File: src/design/assert_macros.svh
// assertion helper macros used by the top-level design file
// expects a clock clk_i and an active-low reset rst_ni in the including module
`ifndef ASSERT_MACROS_SVH
`define ASSERT_MACROS_SVH

// same-cycle implication, checked outside reset
`define FCDT_ASSERT_NOW(label, ante, cons) \
  label: assert property (@(posedge clk_i) disable iff (!rst_ni) (ante) |-> (cons)) \
    else $error("fcdt assertion failed");

// next-cycle implication, checked outside reset
`define FCDT_ASSERT_NEXT(label, ante, cons) \
  label: assert property (@(posedge clk_i) disable iff (!rst_ni) (ante) |=> (cons)) \
    else $error("fcdt assertion failed");

`endif

File: src/design/fcdt_pkg.sv
// shared types, constants and helpers for the foot contact debounce tracker
// no dependencies; used by fcdt_leg_unit and foot_contact_debounce_tracker
package fcdt_pkg;

  // sizes
  localparam int unsigned NUM_LEGS   = 6;
  localparam int unsigned TIME_W     = 48;
  localparam int unsigned LEG_CNT_W  = (NUM_LEGS > 1) ? $clog2(NUM_LEGS) : 1;
  localparam int unsigned PHASE_W    = 3;
  localparam int unsigned CONF_W     = 16;
  localparam int unsigned STREAK_W   = 8;
  localparam int unsigned DEB_W      = 8;
  localparam int unsigned MS_W       = 16;
  localparam int unsigned US_W       = 26;
  localparam int unsigned CFG_IDX_W  = 2;
  localparam int unsigned CFG_DATA_W = 16;
  localparam int unsigned LEG_IDX_W  = 3;
  localparam int unsigned MM_W       = 3;

  // milliseconds to microseconds
  localparam logic [US_W-1:0] MS_TO_US = US_W'(1000);

  // register indexes
  localparam logic [CFG_IDX_W-1:0] CFG_TD_WINDOW   = 2'd0;
  localparam logic [CFG_IDX_W-1:0] CFG_HOLD_WINDOW = 2'd1;
  localparam logic [CFG_IDX_W-1:0] CFG_DEBOUNCE    = 2'd2;

  // contact phases
  localparam logic [PHASE_W-1:0] PH_SEARCH = 3'd0;
  localparam logic [PHASE_W-1:0] PH_EXPECT = 3'd1;
  localparam logic [PHASE_W-1:0] PH_CAND   = 3'd2;
  localparam logic [PHASE_W-1:0] PH_STANCE = 3'd3;
  localparam logic [PHASE_W-1:0] PH_LOST   = 3'd4;

  // confidence constants, 32768 = 1.0
  localparam logic [CONF_W-1:0] CONF_ONE        = 16'd32768;
  localparam logic [CONF_W-1:0] RISE_MEAS       = 16'd7209;
  localparam logic [CONF_W-1:0] RISE_PRED       = 16'd4588;
  localparam logic [CONF_W-1:0] DECAY_MEAS      = 16'd3277;
  localparam logic [CONF_W-1:0] DECAY_PRED      = 16'd4588;
  localparam logic [CONF_W-1:0] HOLD_DECAY_MEAS = 16'd1147;
  localparam logic [CONF_W-1:0] HOLD_DECAY_PRED = 16'd1606;
  localparam logic [CONF_W-1:0] FLOOR_STANCE    = 16'd26214;
  localparam logic [CONF_W-1:0] FLOOR_CAND      = 16'd15729;
  localparam logic [CONF_W-1:0] FLOOR_EXPECT    = 16'd10486;
  localparam logic [CONF_W-1:0] FLOOR_LOST      = 16'd6554;
  localparam logic [CONF_W-1:0] FLOOR_SEARCH    = 16'd1638;

  // input request
  typedef struct packed {
    logic [TIME_W-1:0]   sample_time_us;
    logic [NUM_LEGS-1:0] raw_contacts;
    logic                mode;
  } fcdt_in_t;

  // one per-leg result
  typedef struct packed {
    logic [LEG_IDX_W-1:0] leg_index;
    logic [PHASE_W-1:0]   phase;
    logic [CONF_W-1:0]    confidence;
    logic                 stance_flag;
    logic                 mismatch;
    logic [MM_W-1:0]      mismatch_total;
    logic                 last;
  } fcdt_out_t;

  // stored state of one leg
  typedef struct packed {
    logic [PHASE_W-1:0]  phase;
    logic [CONF_W-1:0]   conf;
    logic [STREAK_W-1:0] streak;
    logic [TIME_W-1:0]   deadline;
  } fcdt_leg_t;

  // per-sample context shared by all legs
  typedef struct packed {
    logic [TIME_W-1:0] now;
    logic [US_W-1:0]   td_us;
    logic [US_W-1:0]   hold_us;
    logic [DEB_W-1:0]  deb;
    logic              pred;
    logic              prev;
  } fcdt_ctx_t;

  // confidence floor per phase, unknown codes act as search
  function automatic logic [CONF_W-1:0] floor_of(input logic [PHASE_W-1:0] ph);
    logic [CONF_W-1:0] fl;
    case (ph)
      PH_STANCE: fl = FLOOR_STANCE;
      PH_CAND:   fl = FLOOR_CAND;
      PH_EXPECT: fl = FLOOR_EXPECT;
      PH_LOST:   fl = FLOOR_LOST;
      default:   fl = FLOOR_SEARCH;
    endcase
    return fl;
  endfunction

endpackage

File: src/design/fcdt_leg_unit.sv
// shared per-leg update unit: phase machine, streak, deadline and confidence
// depends on fcdt_pkg; used once per leg per sample by the top level
module fcdt_leg_unit (
  input  fcdt_pkg::fcdt_ctx_t ctx_i,
  input  logic                contact_i,
  input  fcdt_pkg::fcdt_leg_t leg_i,
  output fcdt_pkg::fcdt_leg_t leg_o,
  output logic                mismatch_o
);

  localparam logic [1:0] CM_ONE   = 2'd0;
  localparam logic [1:0] CM_RISE  = 2'd1;
  localparam logic [1:0] CM_DECAY = 2'd2;
  localparam logic [1:0] CM_HOLD  = 2'd3;

  logic [fcdt_pkg::PHASE_W-1:0]  ph_cur;
  logic [fcdt_pkg::PHASE_W-1:0]  ph_new;
  logic [fcdt_pkg::STREAK_W-1:0] streak_inc;
  logic [fcdt_pkg::STREAK_W-1:0] streak_new;
  logic [fcdt_pkg::DEB_W-1:0]    deb_eff;
  logic                          was_stance;
  logic                          window_open;
  logic                          expired;
  logic                          use_hold;
  logic                          set_dl;
  logic                          clear_dl;
  logic [1:0]                    conf_mode;
  logic [fcdt_pkg::US_W-1:0]     window_us;
  logic [fcdt_pkg::TIME_W:0]     dl_sum;
  logic [fcdt_pkg::TIME_W-1:0]   dl_add;
  logic [fcdt_pkg::TIME_W-1:0]   dl_new;
  logic [fcdt_pkg::CONF_W-1:0]   fl;
  logic [fcdt_pkg::CONF_W-1:0]   rise;
  logic [fcdt_pkg::CONF_W-1:0]   dec;
  logic [fcdt_pkg::CONF_W-1:0]   base;
  logic [fcdt_pkg::CONF_W:0]     rise_sum;
  logic [fcdt_pkg::CONF_W-1:0]   dec_diff;
  logic [fcdt_pkg::CONF_W-1:0]   conf_raw;
  logic [fcdt_pkg::CONF_W-1:0]   conf_new;

  // phase and streak decisions
  always_comb begin
    ph_cur      = (leg_i.phase > fcdt_pkg::PH_LOST) ? fcdt_pkg::PH_SEARCH : leg_i.phase;
    was_stance  = (ph_cur == fcdt_pkg::PH_STANCE);
    window_open = (leg_i.deadline != '0) && (ctx_i.now <= leg_i.deadline);
    expired     = (leg_i.deadline != '0) && (ctx_i.now > leg_i.deadline);
    streak_inc  = (leg_i.streak == '1) ? leg_i.streak :
                  leg_i.streak + fcdt_pkg::STREAK_W'(1);
    deb_eff     = (ctx_i.deb == '0) ? fcdt_pkg::DEB_W'(1) : ctx_i.deb;
    ph_new      = ph_cur;
    streak_new  = '0;
    use_hold    = 1'b0;
    set_dl      = 1'b0;
    clear_dl    = 1'b0;
    conf_mode   = CM_DECAY;
    if (contact_i && !ctx_i.prev) begin
      // no usable previous sample: straight to stance
      ph_new     = fcdt_pkg::PH_STANCE;
      streak_new = fcdt_pkg::STREAK_W'(1);
      use_hold   = 1'b1;
      set_dl     = 1'b1;
      conf_mode  = CM_ONE;
    end else if (contact_i) begin
      streak_new = streak_inc;
      set_dl     = 1'b1;
      conf_mode  = CM_RISE;
      if (!was_stance && streak_inc == fcdt_pkg::STREAK_W'(1)) begin
        ph_new = fcdt_pkg::PH_EXPECT;
      end else if (!was_stance && streak_inc < deb_eff) begin
        ph_new = fcdt_pkg::PH_CAND;
      end else begin
        ph_new   = fcdt_pkg::PH_STANCE;
        use_hold = 1'b1;
      end
    end else if (was_stance) begin
      if (window_open) begin
        conf_mode = CM_HOLD;
      end else begin
        ph_new = fcdt_pkg::PH_LOST;
        set_dl = 1'b1;
      end
    end else if (ph_cur == fcdt_pkg::PH_CAND || ph_cur == fcdt_pkg::PH_EXPECT ||
                 ph_cur == fcdt_pkg::PH_LOST) begin
      if (expired) begin
        ph_new   = fcdt_pkg::PH_SEARCH;
        clear_dl = 1'b1;
      end
    end else begin
      ph_new   = fcdt_pkg::PH_SEARCH;
      clear_dl = 1'b1;
    end
  end

  // deadline adder, saturating at the top of the time range
  assign window_us = use_hold ? ctx_i.hold_us : ctx_i.td_us;
  assign dl_sum    = {1'b0, ctx_i.now} + (fcdt_pkg::TIME_W + 1)'(window_us);
  assign dl_add    = dl_sum[fcdt_pkg::TIME_W] ? '1 : dl_sum[fcdt_pkg::TIME_W-1:0];

  always_comb begin
    if (set_dl) begin
      dl_new = dl_add;
    end else if (clear_dl) begin
      dl_new = '0;
    end else begin
      dl_new = leg_i.deadline;
    end
  end

  // confidence rise, decay and clamp
  assign fl       = fcdt_pkg::floor_of(ph_new);
  assign rise     = ctx_i.pred ? fcdt_pkg::RISE_PRED : fcdt_pkg::RISE_MEAS;
  assign dec      = (conf_mode == CM_HOLD) ?
                    (ctx_i.pred ? fcdt_pkg::HOLD_DECAY_PRED : fcdt_pkg::HOLD_DECAY_MEAS) :
                    (ctx_i.pred ? fcdt_pkg::DECAY_PRED : fcdt_pkg::DECAY_MEAS);
  assign base     = (leg_i.conf < fl) ? fl : leg_i.conf;
  assign rise_sum = {1'b0, base} + {1'b0, rise};
  assign dec_diff = (leg_i.conf > dec) ? leg_i.conf - dec : '0;

  always_comb begin
    case (conf_mode)
      CM_ONE:  conf_raw = fcdt_pkg::CONF_ONE;
      CM_RISE: conf_raw = (rise_sum > {1'b0, fcdt_pkg::CONF_ONE}) ?
                          fcdt_pkg::CONF_ONE : rise_sum[fcdt_pkg::CONF_W-1:0];
      default: conf_raw = dec_diff;
    endcase
    conf_new = (conf_raw < fl) ? fl : conf_raw;
    if (conf_new > fcdt_pkg::CONF_ONE) begin
      conf_new = fcdt_pkg::CONF_ONE;
    end
  end

  // updated leg state
  always_comb begin
    leg_o.phase    = ph_new;
    leg_o.conf     = conf_new;
    leg_o.streak   = streak_new;
    leg_o.deadline = dl_new;
    mismatch_o     = contact_i != (ph_new == fcdt_pkg::PH_STANCE);
  end

endmodule

File: src/design/foot_contact_debounce_tracker.sv
// top level of the foot contact debounce tracker: sequencer, leg state, result register
// depends on fcdt_pkg, fcdt_leg_unit and assert_macros.svh
//
//   channel   signals                               direction
//   in        in_valid_i/in_ready_o, in_data_i      sample request in
//   out       out_valid_o/out_ready_i, out_data_o   one result per leg out
//   cfg       cfg_valid_i/cfg_ready_o, cfg_index_i,  register write in
//             cfg_data_i
//
// a sample is taken into the context registers, then the shared leg unit updates one leg per
// cycle while the result register is not stalled.
// a stalled result register holds the sequencer on the current leg.
// reset sets every leg to search with zero confidence, streak and deadline.
// config writes are always taken; milliseconds are scaled to microseconds on write.
`include "assert_macros.svh"

module foot_contact_debounce_tracker (
  input  logic                                 clk_i,
  input  logic                                 rst_ni,
  input  logic                                 in_valid_i,
  output logic                                 in_ready_o,
  input  fcdt_pkg::fcdt_in_t                   in_data_i,
  output logic                                 out_valid_o,
  input  logic                                 out_ready_i,
  output fcdt_pkg::fcdt_out_t                  out_data_o,
  input  logic                                 cfg_valid_i,
  output logic                                 cfg_ready_o,
  input  logic [fcdt_pkg::CFG_IDX_W-1:0]       cfg_index_i,
  input  logic [fcdt_pkg::CFG_DATA_W-1:0]      cfg_data_i
);

  localparam logic ST_IDLE = 1'b0;
  localparam logic ST_RUN  = 1'b1;

  logic                           state_q, state_d;
  logic [fcdt_pkg::LEG_CNT_W-1:0] leg_q, leg_d;
  logic                           have_prev_q;
  fcdt_pkg::fcdt_ctx_t            ctx_q;
  logic [fcdt_pkg::NUM_LEGS-1:0]  raw_q;
  logic [fcdt_pkg::MM_W-1:0]      mm_cnt_q, mm_cnt_d;
  logic [fcdt_pkg::US_W-1:0]      td_us_q;
  logic [fcdt_pkg::US_W-1:0]      hold_us_q;
  logic [fcdt_pkg::DEB_W-1:0]     deb_q;
  fcdt_pkg::fcdt_leg_t            legs_q [fcdt_pkg::NUM_LEGS];
  logic                           out_valid_q;
  fcdt_pkg::fcdt_out_t            out_data_q, out_data_d;

  logic                           in_fire;
  logic                           step;
  logic                           last_leg;
  logic                           contact;
  fcdt_pkg::fcdt_leg_t            leg_cur;
  fcdt_pkg::fcdt_leg_t            leg_upd;
  logic                           leg_mm;

  assign in_ready_o  = (state_q == ST_IDLE);
  assign in_fire     = in_valid_i && in_ready_o;
  assign step        = (state_q == ST_RUN) && (!out_valid_q || out_ready_i);
  assign last_leg    = (leg_q == fcdt_pkg::LEG_CNT_W'(fcdt_pkg::NUM_LEGS - 1));
  assign contact     = raw_q[leg_q];
  assign leg_cur     = legs_q[leg_q];
  assign cfg_ready_o = 1'b1;
  assign out_valid_o = out_valid_q;
  assign out_data_o  = out_data_q;

  // shared leg update unit
  fcdt_leg_unit u_leg (
    .ctx_i      (ctx_q),
    .contact_i  (contact),
    .leg_i      (leg_cur),
    .leg_o      (leg_upd),
    .mismatch_o (leg_mm)
  );

  // sequencer next state
  always_comb begin
    state_d  = state_q;
    leg_d    = leg_q;
    mm_cnt_d = mm_cnt_q;
    case (state_q)
      ST_IDLE: begin
        if (in_fire) begin
          state_d  = ST_RUN;
          leg_d    = '0;
          mm_cnt_d = '0;
        end
      end
      ST_RUN: begin
        if (step) begin
          mm_cnt_d = mm_cnt_q + fcdt_pkg::MM_W'(leg_mm);
          if (last_leg) begin
            state_d = ST_IDLE;
          end else begin
            leg_d = leg_q + fcdt_pkg::LEG_CNT_W'(1);
          end
        end
      end
      default: state_d = ST_IDLE;
    endcase
  end

  // result for the current leg
  always_comb begin
    out_data_d.leg_index      = fcdt_pkg::LEG_IDX_W'(leg_q);
    out_data_d.phase          = leg_upd.phase;
    out_data_d.confidence     = leg_upd.conf;
    out_data_d.stance_flag    = (leg_upd.phase == fcdt_pkg::PH_STANCE);
    out_data_d.mismatch       = leg_mm;
    out_data_d.mismatch_total = last_leg ? mm_cnt_q + fcdt_pkg::MM_W'(leg_mm) : '0;
    out_data_d.last           = last_leg;
  end

  // control registers
  always_ff @(posedge clk_i or negedge rst_ni) begin
    if (!rst_ni) begin
      state_q     <= ST_IDLE;
      leg_q       <= '0;
      mm_cnt_q    <= '0;
      have_prev_q <= 1'b0;
      out_valid_q <= 1'b0;
    end else begin
      state_q  <= state_d;
      leg_q    <= leg_d;
      mm_cnt_q <= mm_cnt_d;
      if (in_fire) begin
        have_prev_q <= (in_data_i.sample_time_us != '0);
      end
      if (step) begin
        out_valid_q <= 1'b1;
      end else if (out_ready_i) begin
        out_valid_q <= 1'b0;
      end
    end
  end

  // configuration registers, windows kept in microseconds
  always_ff @(posedge clk_i or negedge rst_ni) begin
    if (!rst_ni) begin
      td_us_q   <= '0;
      hold_us_q <= '0;
      deb_q     <= fcdt_pkg::DEB_W'(1);
    end else if (cfg_valid_i && cfg_ready_o) begin
      case (cfg_index_i)
        fcdt_pkg::CFG_TD_WINDOW:   td_us_q   <= fcdt_pkg::US_W'(cfg_data_i) * fcdt_pkg::MS_TO_US;
        fcdt_pkg::CFG_HOLD_WINDOW: hold_us_q <= fcdt_pkg::US_W'(cfg_data_i) * fcdt_pkg::MS_TO_US;
        fcdt_pkg::CFG_DEBOUNCE:    deb_q     <= cfg_data_i[fcdt_pkg::DEB_W-1:0];
        default: ;
      endcase
    end
  end

  // per-leg state
  always_ff @(posedge clk_i or negedge rst_ni) begin
    if (!rst_ni) begin
      for (int i = 0; i < fcdt_pkg::NUM_LEGS; i++) begin
        legs_q[i].phase    <= fcdt_pkg::PH_SEARCH;
        legs_q[i].conf     <= '0;
        legs_q[i].streak   <= '0;
        legs_q[i].deadline <= '0;
      end
    end else if (step) begin
      legs_q[leg_q] <= leg_upd;
    end
  end

  // sample context and result payload
  always_ff @(posedge clk_i) begin
    if (in_fire) begin
      ctx_q.now     <= in_data_i.sample_time_us;
      ctx_q.td_us   <= td_us_q;
      ctx_q.hold_us <= hold_us_q;
      ctx_q.deb     <= deb_q;
      ctx_q.pred    <= in_data_i.mode;
      ctx_q.prev    <= have_prev_q;
      raw_q         <= in_data_i.raw_contacts;
    end
    if (step) begin
      out_data_q <= out_data_d;
    end
  end

  // checks
  `FCDT_ASSERT_NEXT(a_start_at_leg0, in_valid_i && in_ready_o,
                    !in_ready_o && leg_q == '0)
  `FCDT_ASSERT_NOW(a_conf_in_range, out_valid_o,
                   out_data_o.confidence >= fcdt_pkg::floor_of(out_data_o.phase) &&
                   out_data_o.confidence <= fcdt_pkg::CONF_ONE)
  `FCDT_ASSERT_NOW(a_last_on_final_leg, out_valid_o && out_data_o.last,
                   out_data_o.leg_index == fcdt_pkg::LEG_IDX_W'(fcdt_pkg::NUM_LEGS - 1))
  `FCDT_ASSERT_NOW(a_total_only_on_last, out_valid_o && !out_data_o.last,
                   out_data_o.mismatch_total == '0)

endmodule

File: config.mk
export PLATFORM = sky130hd
export DESIGN_NAME = foot_contact_debounce_tracker
export DESIGN_NICKNAME = d
export VERILOG_FILES = /design/src/design/fcdt_pkg.sv /design/src/design/fcdt_leg_unit.sv /design/src/design/foot_contact_debounce_tracker.sv
export VERILOG_INCLUDE_DIRS = /design/src /design/src/design
export SDC_FILE = /design/constraint.sdc
export NUM_CORES = 2
export LEC_CHECK = 0
export ABC_AREA = 1
export BUFFER_PORTS_ARGS = -buffer_cell sky130_fd_sc_hd__buf_4
export CAP_MARGIN = 20
export CELL_PAD_IN_SITES_DETAIL_PLACEMENT = 1
export CELL_PAD_IN_SITES_GLOBAL_PLACEMENT = 1
export CORE_ASPECT_RATIO = 0.5
export CORE_MARGIN = 3
export CORE_UTILIZATION = 40
export DETAILED_ROUTE_END_ITERATION = 7
export PLACE_DENSITY_LB_ADDON = 0.1
export SYNTH_ARGS = -nofsm -noshare
export SYNTH_HDL_FRONTEND = slang
export SYNTH_SLANG_ARGS = --single-unit
File: constraint.sdc
create_clock -name clk_i -period 12.9 [get_ports clk_i]
set_input_delay 0.645 -clock clk_i [delete_from_list [all_inputs] [get_ports clk_i]]
set_output_delay 0.645 -clock clk_i [all_outputs]
set_load 0.03 [all_outputs]
==> run_results.csv <==
group,metric,value,unit
floorplan,floorplan.die.width,431,um
status,status,"completed",
placement,place.port_buffers,107,
placement,detailedPlacementHpwl,81.7,mm
global_routing,via_count_of_the_first_global_routing_pass,32400,
route,ant_nets,0,
route,drc,0,
route,drt-total-wl,125,mm
setup_path,worst_path_largest_cell_delay,0.50,ns
clocking,cts_num_sinks,651,
logic_synthesis,postSynth.asyncResetShare,78.8,%
final_layout,area_delta_synth_final,12.1,%
logic_synthesis,synth-main-ff-cell,"sky130_fd_sc_hd__dfrtp_1",
final_layout,nNetsFinal,4803,
timing,total_setup_violations_reported_at_the_end_of_the_flow,0,
clocking,cts_max_path_buffers,3,
logic_synthesis,summed_instance_area_of_the_synthesized_netlist,0.0361,sq mm
timing,fmaxAchievable,86.4,MHz
placement,place_congestion,0.929,
logic_synthesis,synth-compound-area-share,9.18,%
logic_synthesis,synth_xor_xnor_area_share,1.70,%
timing,fin_tns_setup,0,ns
logic_synthesis,synth_top_family_by_area,"simple AND/OR/NAND/NOR gates",
setup_path,timing.critical_path.required,13.49,ns
logic_synthesis,synthesis.instances,4428,
route,detail_route.first_pass.iterations,5,
timing,grt_setup_unrepaired,"no",
logic_synthesis,netlist.top_cell.by_area,"sky130_fd_sc_hd__dfrtp_1",
route,vias,31000,
clocking,cts.repair_timing.setup_buffer_count,0,
setup_path,critPathMaxFanout,43,
setup_path,crit_path_end_kind,"flop",
logic_synthesis,synth_top_cell_area_share,35.5,%
clocking,clockRootBuffer,"sky130_fd_sc_hd__clkbuf_16",
logic_synthesis,synth_top_cells_by_area,"sky130_fd_sc_hd__dfrtp_1 36%, sky130_fd_sc_hd__nand2_1 19%, sky130_fd_sc_hd__edfxtp_1 11%",
logic_synthesis,ys_types,59,
global_routing,groute.usage.overall,26.8,%
floorplan,std_cell_rows,77,
timing,worst_pin_slew,1.09,ns
global_routing,pin_count_of_the_biggest_net_entering_global_routing,109,
route,first_iter_violations,2221,
timing,slew_headroom,26.7,%
route,viasPerCell,5.42,
clocking,clock_latency,0.66,ns
logic_synthesis,synth_simple_gate_area_share,26.5,%
logic_synthesis,yosysSeqAreaShare,47.1,%
final_layout,post_route_cells_drive_above_1_share,7.49,%
timing,timing.final.crit_period,11.58,ns
global_routing,grt_overflow_total,0,
clocking,tritoncts.num_buffers,67,
final_layout,antenna-diode-count,0,
logic_synthesis,synth_fa_ha_area_share,9.56,%
setup_path,critPathMostFrequentCell,"sky130_fd_sc_hd__nand2_1",
route,avgRoutedWirePerCell,21.8,um
logic_synthesis,synth_seq_cells,651,
timing,layout_worst_path_cycle_share,89.8,%
timing,holdWs,0.0509,ns
floorplan,die_area,0.0940,sq mm
global_routing,grt_first_pass_wirelength,194,mm
setup_path,timing_worst_setup_path_type,"flop to flop",
clocking,cts_hold_buffers,0,
timing,slew_viol_final,0,
logic_synthesis,synth-edff-count,138,
clocking,cts_tree,"done",
setup_path,timing.critical_path.slowest_stage_cell,"sky130_fd_sc_hd__nor2_1",
timing,skew,0.0252,ns
logic_synthesis,multiplexer_fraction_of_the_synthesized_cell_area,0.156,%
clocking,worst_setup_hold_path_clk_slew,0.07,ns
floorplan,die-height,218,um
global_routing,antenna_found_initial,2,
final_layout,fillerInstances,10700,
flow_run,maxCapViolations,0,
floorplan,coreArea,0.0888,sq mm
clocking,h-tree-depth,3,
logic_synthesis,synthesis.yosys.warnings,0,
floorplan,initial_core_util,40.6,%
setup_path,timing.critical_path.arrival,12.17,ns
logic_synthesis,syn-mean-instance-area,8.15,sq um
hold_path,worstHoldPathType,"input pin to asynchronous set/reset pin",
timing,hold_viol,0,
logic_synthesis,synthesis.nets,4748,
floorplan,io_pins,109,
setup_path,worst_setup_path_start_kind,"flop",
==> path summary, 6_finish.rpt <==
| path | startpoint | end | slack, ns | depth (start not counted) |
|---|---|---|---|---|
| worst max-delay path | leg_q[0]$_DFFE_PN0P_ | legs_q[142]$_DFFE_PN0P_ | 1.32 | 63 |
| worst min-delay path | rst_ni | legs_q[374]$_DFFE_PN0P_ | 0.05 | 1 |
| worst max register to register | leg_q[0]$_DFFE_PN0P_ | legs_q[142]$_DFFE_PN0P_ | 1.32 | 63 |
| worst min register to register | hold_us_q[14]$_DFFE_PN0P_ | ctx_q[24]$_DFFE_PP_ | 0.44 | 0 |
| max in group asynchronous | rst_ni | td_us_q[15]$_DFFE_PN0P_ | 9.65 | 4 |
| min in group clk_i | in_data_i[1] | raw_q[0]$_DFFE_PP_ | 0.16 | 1 |
==> metal layers <==
| metal | share of wire (%) | track usage, % | vias to the layer above | wire length [um] |
|---|---|---|---|---|
| met3 | 5.1 | 4.57 | 161 | 6420 |
| met5 | 0.0056 | 0 | - | 7 |
| met2 | 46 | 43.6 | 675 | 57300 |
| met4 | 2.0 | 5.98 | 2 | 2500 |
| met1 | 47 | 37.5 | 15700 | 58700 |
| li1 | - | - | 14500 | - |
==> final cells by class <==
cell class,count,area [sq um],area share [%]
inverter,330,1250,3.09
tap,1185,1480,3.67
sequential,651,17000,42.0
multi-input combinational,3261,17100,42.3
timing repair buffer,172,1400,3.47
clock inverter,29,363,0.897
clock buffer,94,1850,4.57
==> kinds of logic (layout without fill, tap and decap cells) <==
| logic type | count (synthesis) | in the layout |
|---|---|---|
| AOI/OAI and AO/OA | 569 | 569 |
| xor gates and xnor gates | 70 | 70 |
| adders and majority gates | 242 | 242 |
| buffers and inverters | 516 | 625 |
| DFF | 651 | 651 |
| muxes | 5 | 5 |
| other | 1 | 1 |
| and+or+nand+nor | 2374 | 2374 |
==> cell usage in the layout, fill, tap and decap left out, types with 49 or more instances in the layout <==
cell type | netlist | routed
sky130_fd_sc_hd__inv_1 | 313 | 310
sky130_fd_sc_hd__dfrtp_1 | 512 | 512
sky130_fd_sc_hd__edfxtp_1 | 138 | 138
sky130_fd_sc_hd__a22oi_1 | 54 | 54
sky130_fd_sc_hd__xor2_1 | 49 | 49
sky130_fd_sc_hd__clkbuf_16 | 0 | 67
sky130_fd_sc_hd__ha_1 | 186 | 186
sky130_fd_sc_hd__buf_4 | 9 | 159
sky130_fd_sc_hd__fa_1 | 56 | 56
sky130_fd_sc_hd__o21ai_0 | 273 | 272
sky130_fd_sc_hd__nand3_1 | 202 | 201
sky130_fd_sc_hd__nor2_1 | 210 | 201
sky130_fd_sc_hd__nand2_1 | 1820 | 1819
sky130_fd_sc_hd__a21oi_1 | 113 | 111
==> sequential cells by signal, summed over array words and instances, names as in the netlist <==
signal,count
legs_q,450
ctx_q,104
out_data_o,28
hold_us_q,23
td_us_q,23
deb_q,8
raw_q,6
leg_q,3
mm_cnt_q,3
have_prev_q,1
out_valid_o,1
state_q,1
==> Yosys cell counts (9+ instances only) <==
cell type	count
sky130_fd_sc_hd__o21bai_1	17
sky130_fd_sc_hd__inv_2	9
sky130_fd_sc_hd__nor2_1	210
sky130_fd_sc_hd__buf_6	12
sky130_fd_sc_hd__dfrtp_1	512
sky130_fd_sc_hd__inv_1	313
sky130_fd_sc_hd__buf_2	27
sky130_fd_sc_hd__edfxtp_1	138
sky130_fd_sc_hd__nor3_1	24
sky130_fd_sc_hd__a21oi_1	113
sky130_fd_sc_hd__xnor2_1	21
sky130_fd_sc_hd__a22oi_1	54
sky130_fd_sc_hd__fa_1	56
sky130_fd_sc_hd__xor2_1	49
sky130_fd_sc_hd__nor4_1	26
sky130_fd_sc_hd__ha_1	186
sky130_fd_sc_hd__nand2_1	1820
sky130_fd_sc_hd__a32oi_1	11
sky130_fd_sc_hd__o22ai_1	26
sky130_fd_sc_hd__buf_4	9
sky130_fd_sc_hd__buf_1	18
sky130_fd_sc_hd__nand2_2	9
sky130_fd_sc_hd__nand3_1	202
sky130_fd_sc_hd__o211ai_1	28
sky130_fd_sc_hd__nand4_1	46
sky130_fd_sc_hd__o21ai_0	273
sky130_fd_sc_hd__clkbuf_1	120
sky130_fd_sc_hd__a211oi_1	9
==> per-stage QoR <==
step	instance area, sq um	instances	worst slack (ns)	util [%]
floorplan	36100	4428	3.39	-
global placement	38100	5595	0.855	42.9
detailed placement	38200	5597	0.429	43.0
CTS	40400	5720	0.354	45.5
global route	40400	5722	0.0756	45.5
finish	40400	5722	1.32	45.5
==> what timing repair did <==
action / in CTS / in global routing
hold endpoints to repair: 0 / 0
setup endpoints to repair: 0 / 105
gates resized for setup: 0 / 13
==> worst max-delay path, delay by kind of cell (launching register included) <==
kind	cells	cell delay, ns
simple gates	38	5.40
buf+inv	11	2.01
compound gates	9	2.21
flops	1	0.41
fa+ha+maj	5	1.46
Power is not shown: default switching activity piles up to over one toggle a cycle in this logic, so the estimate is an artifact.
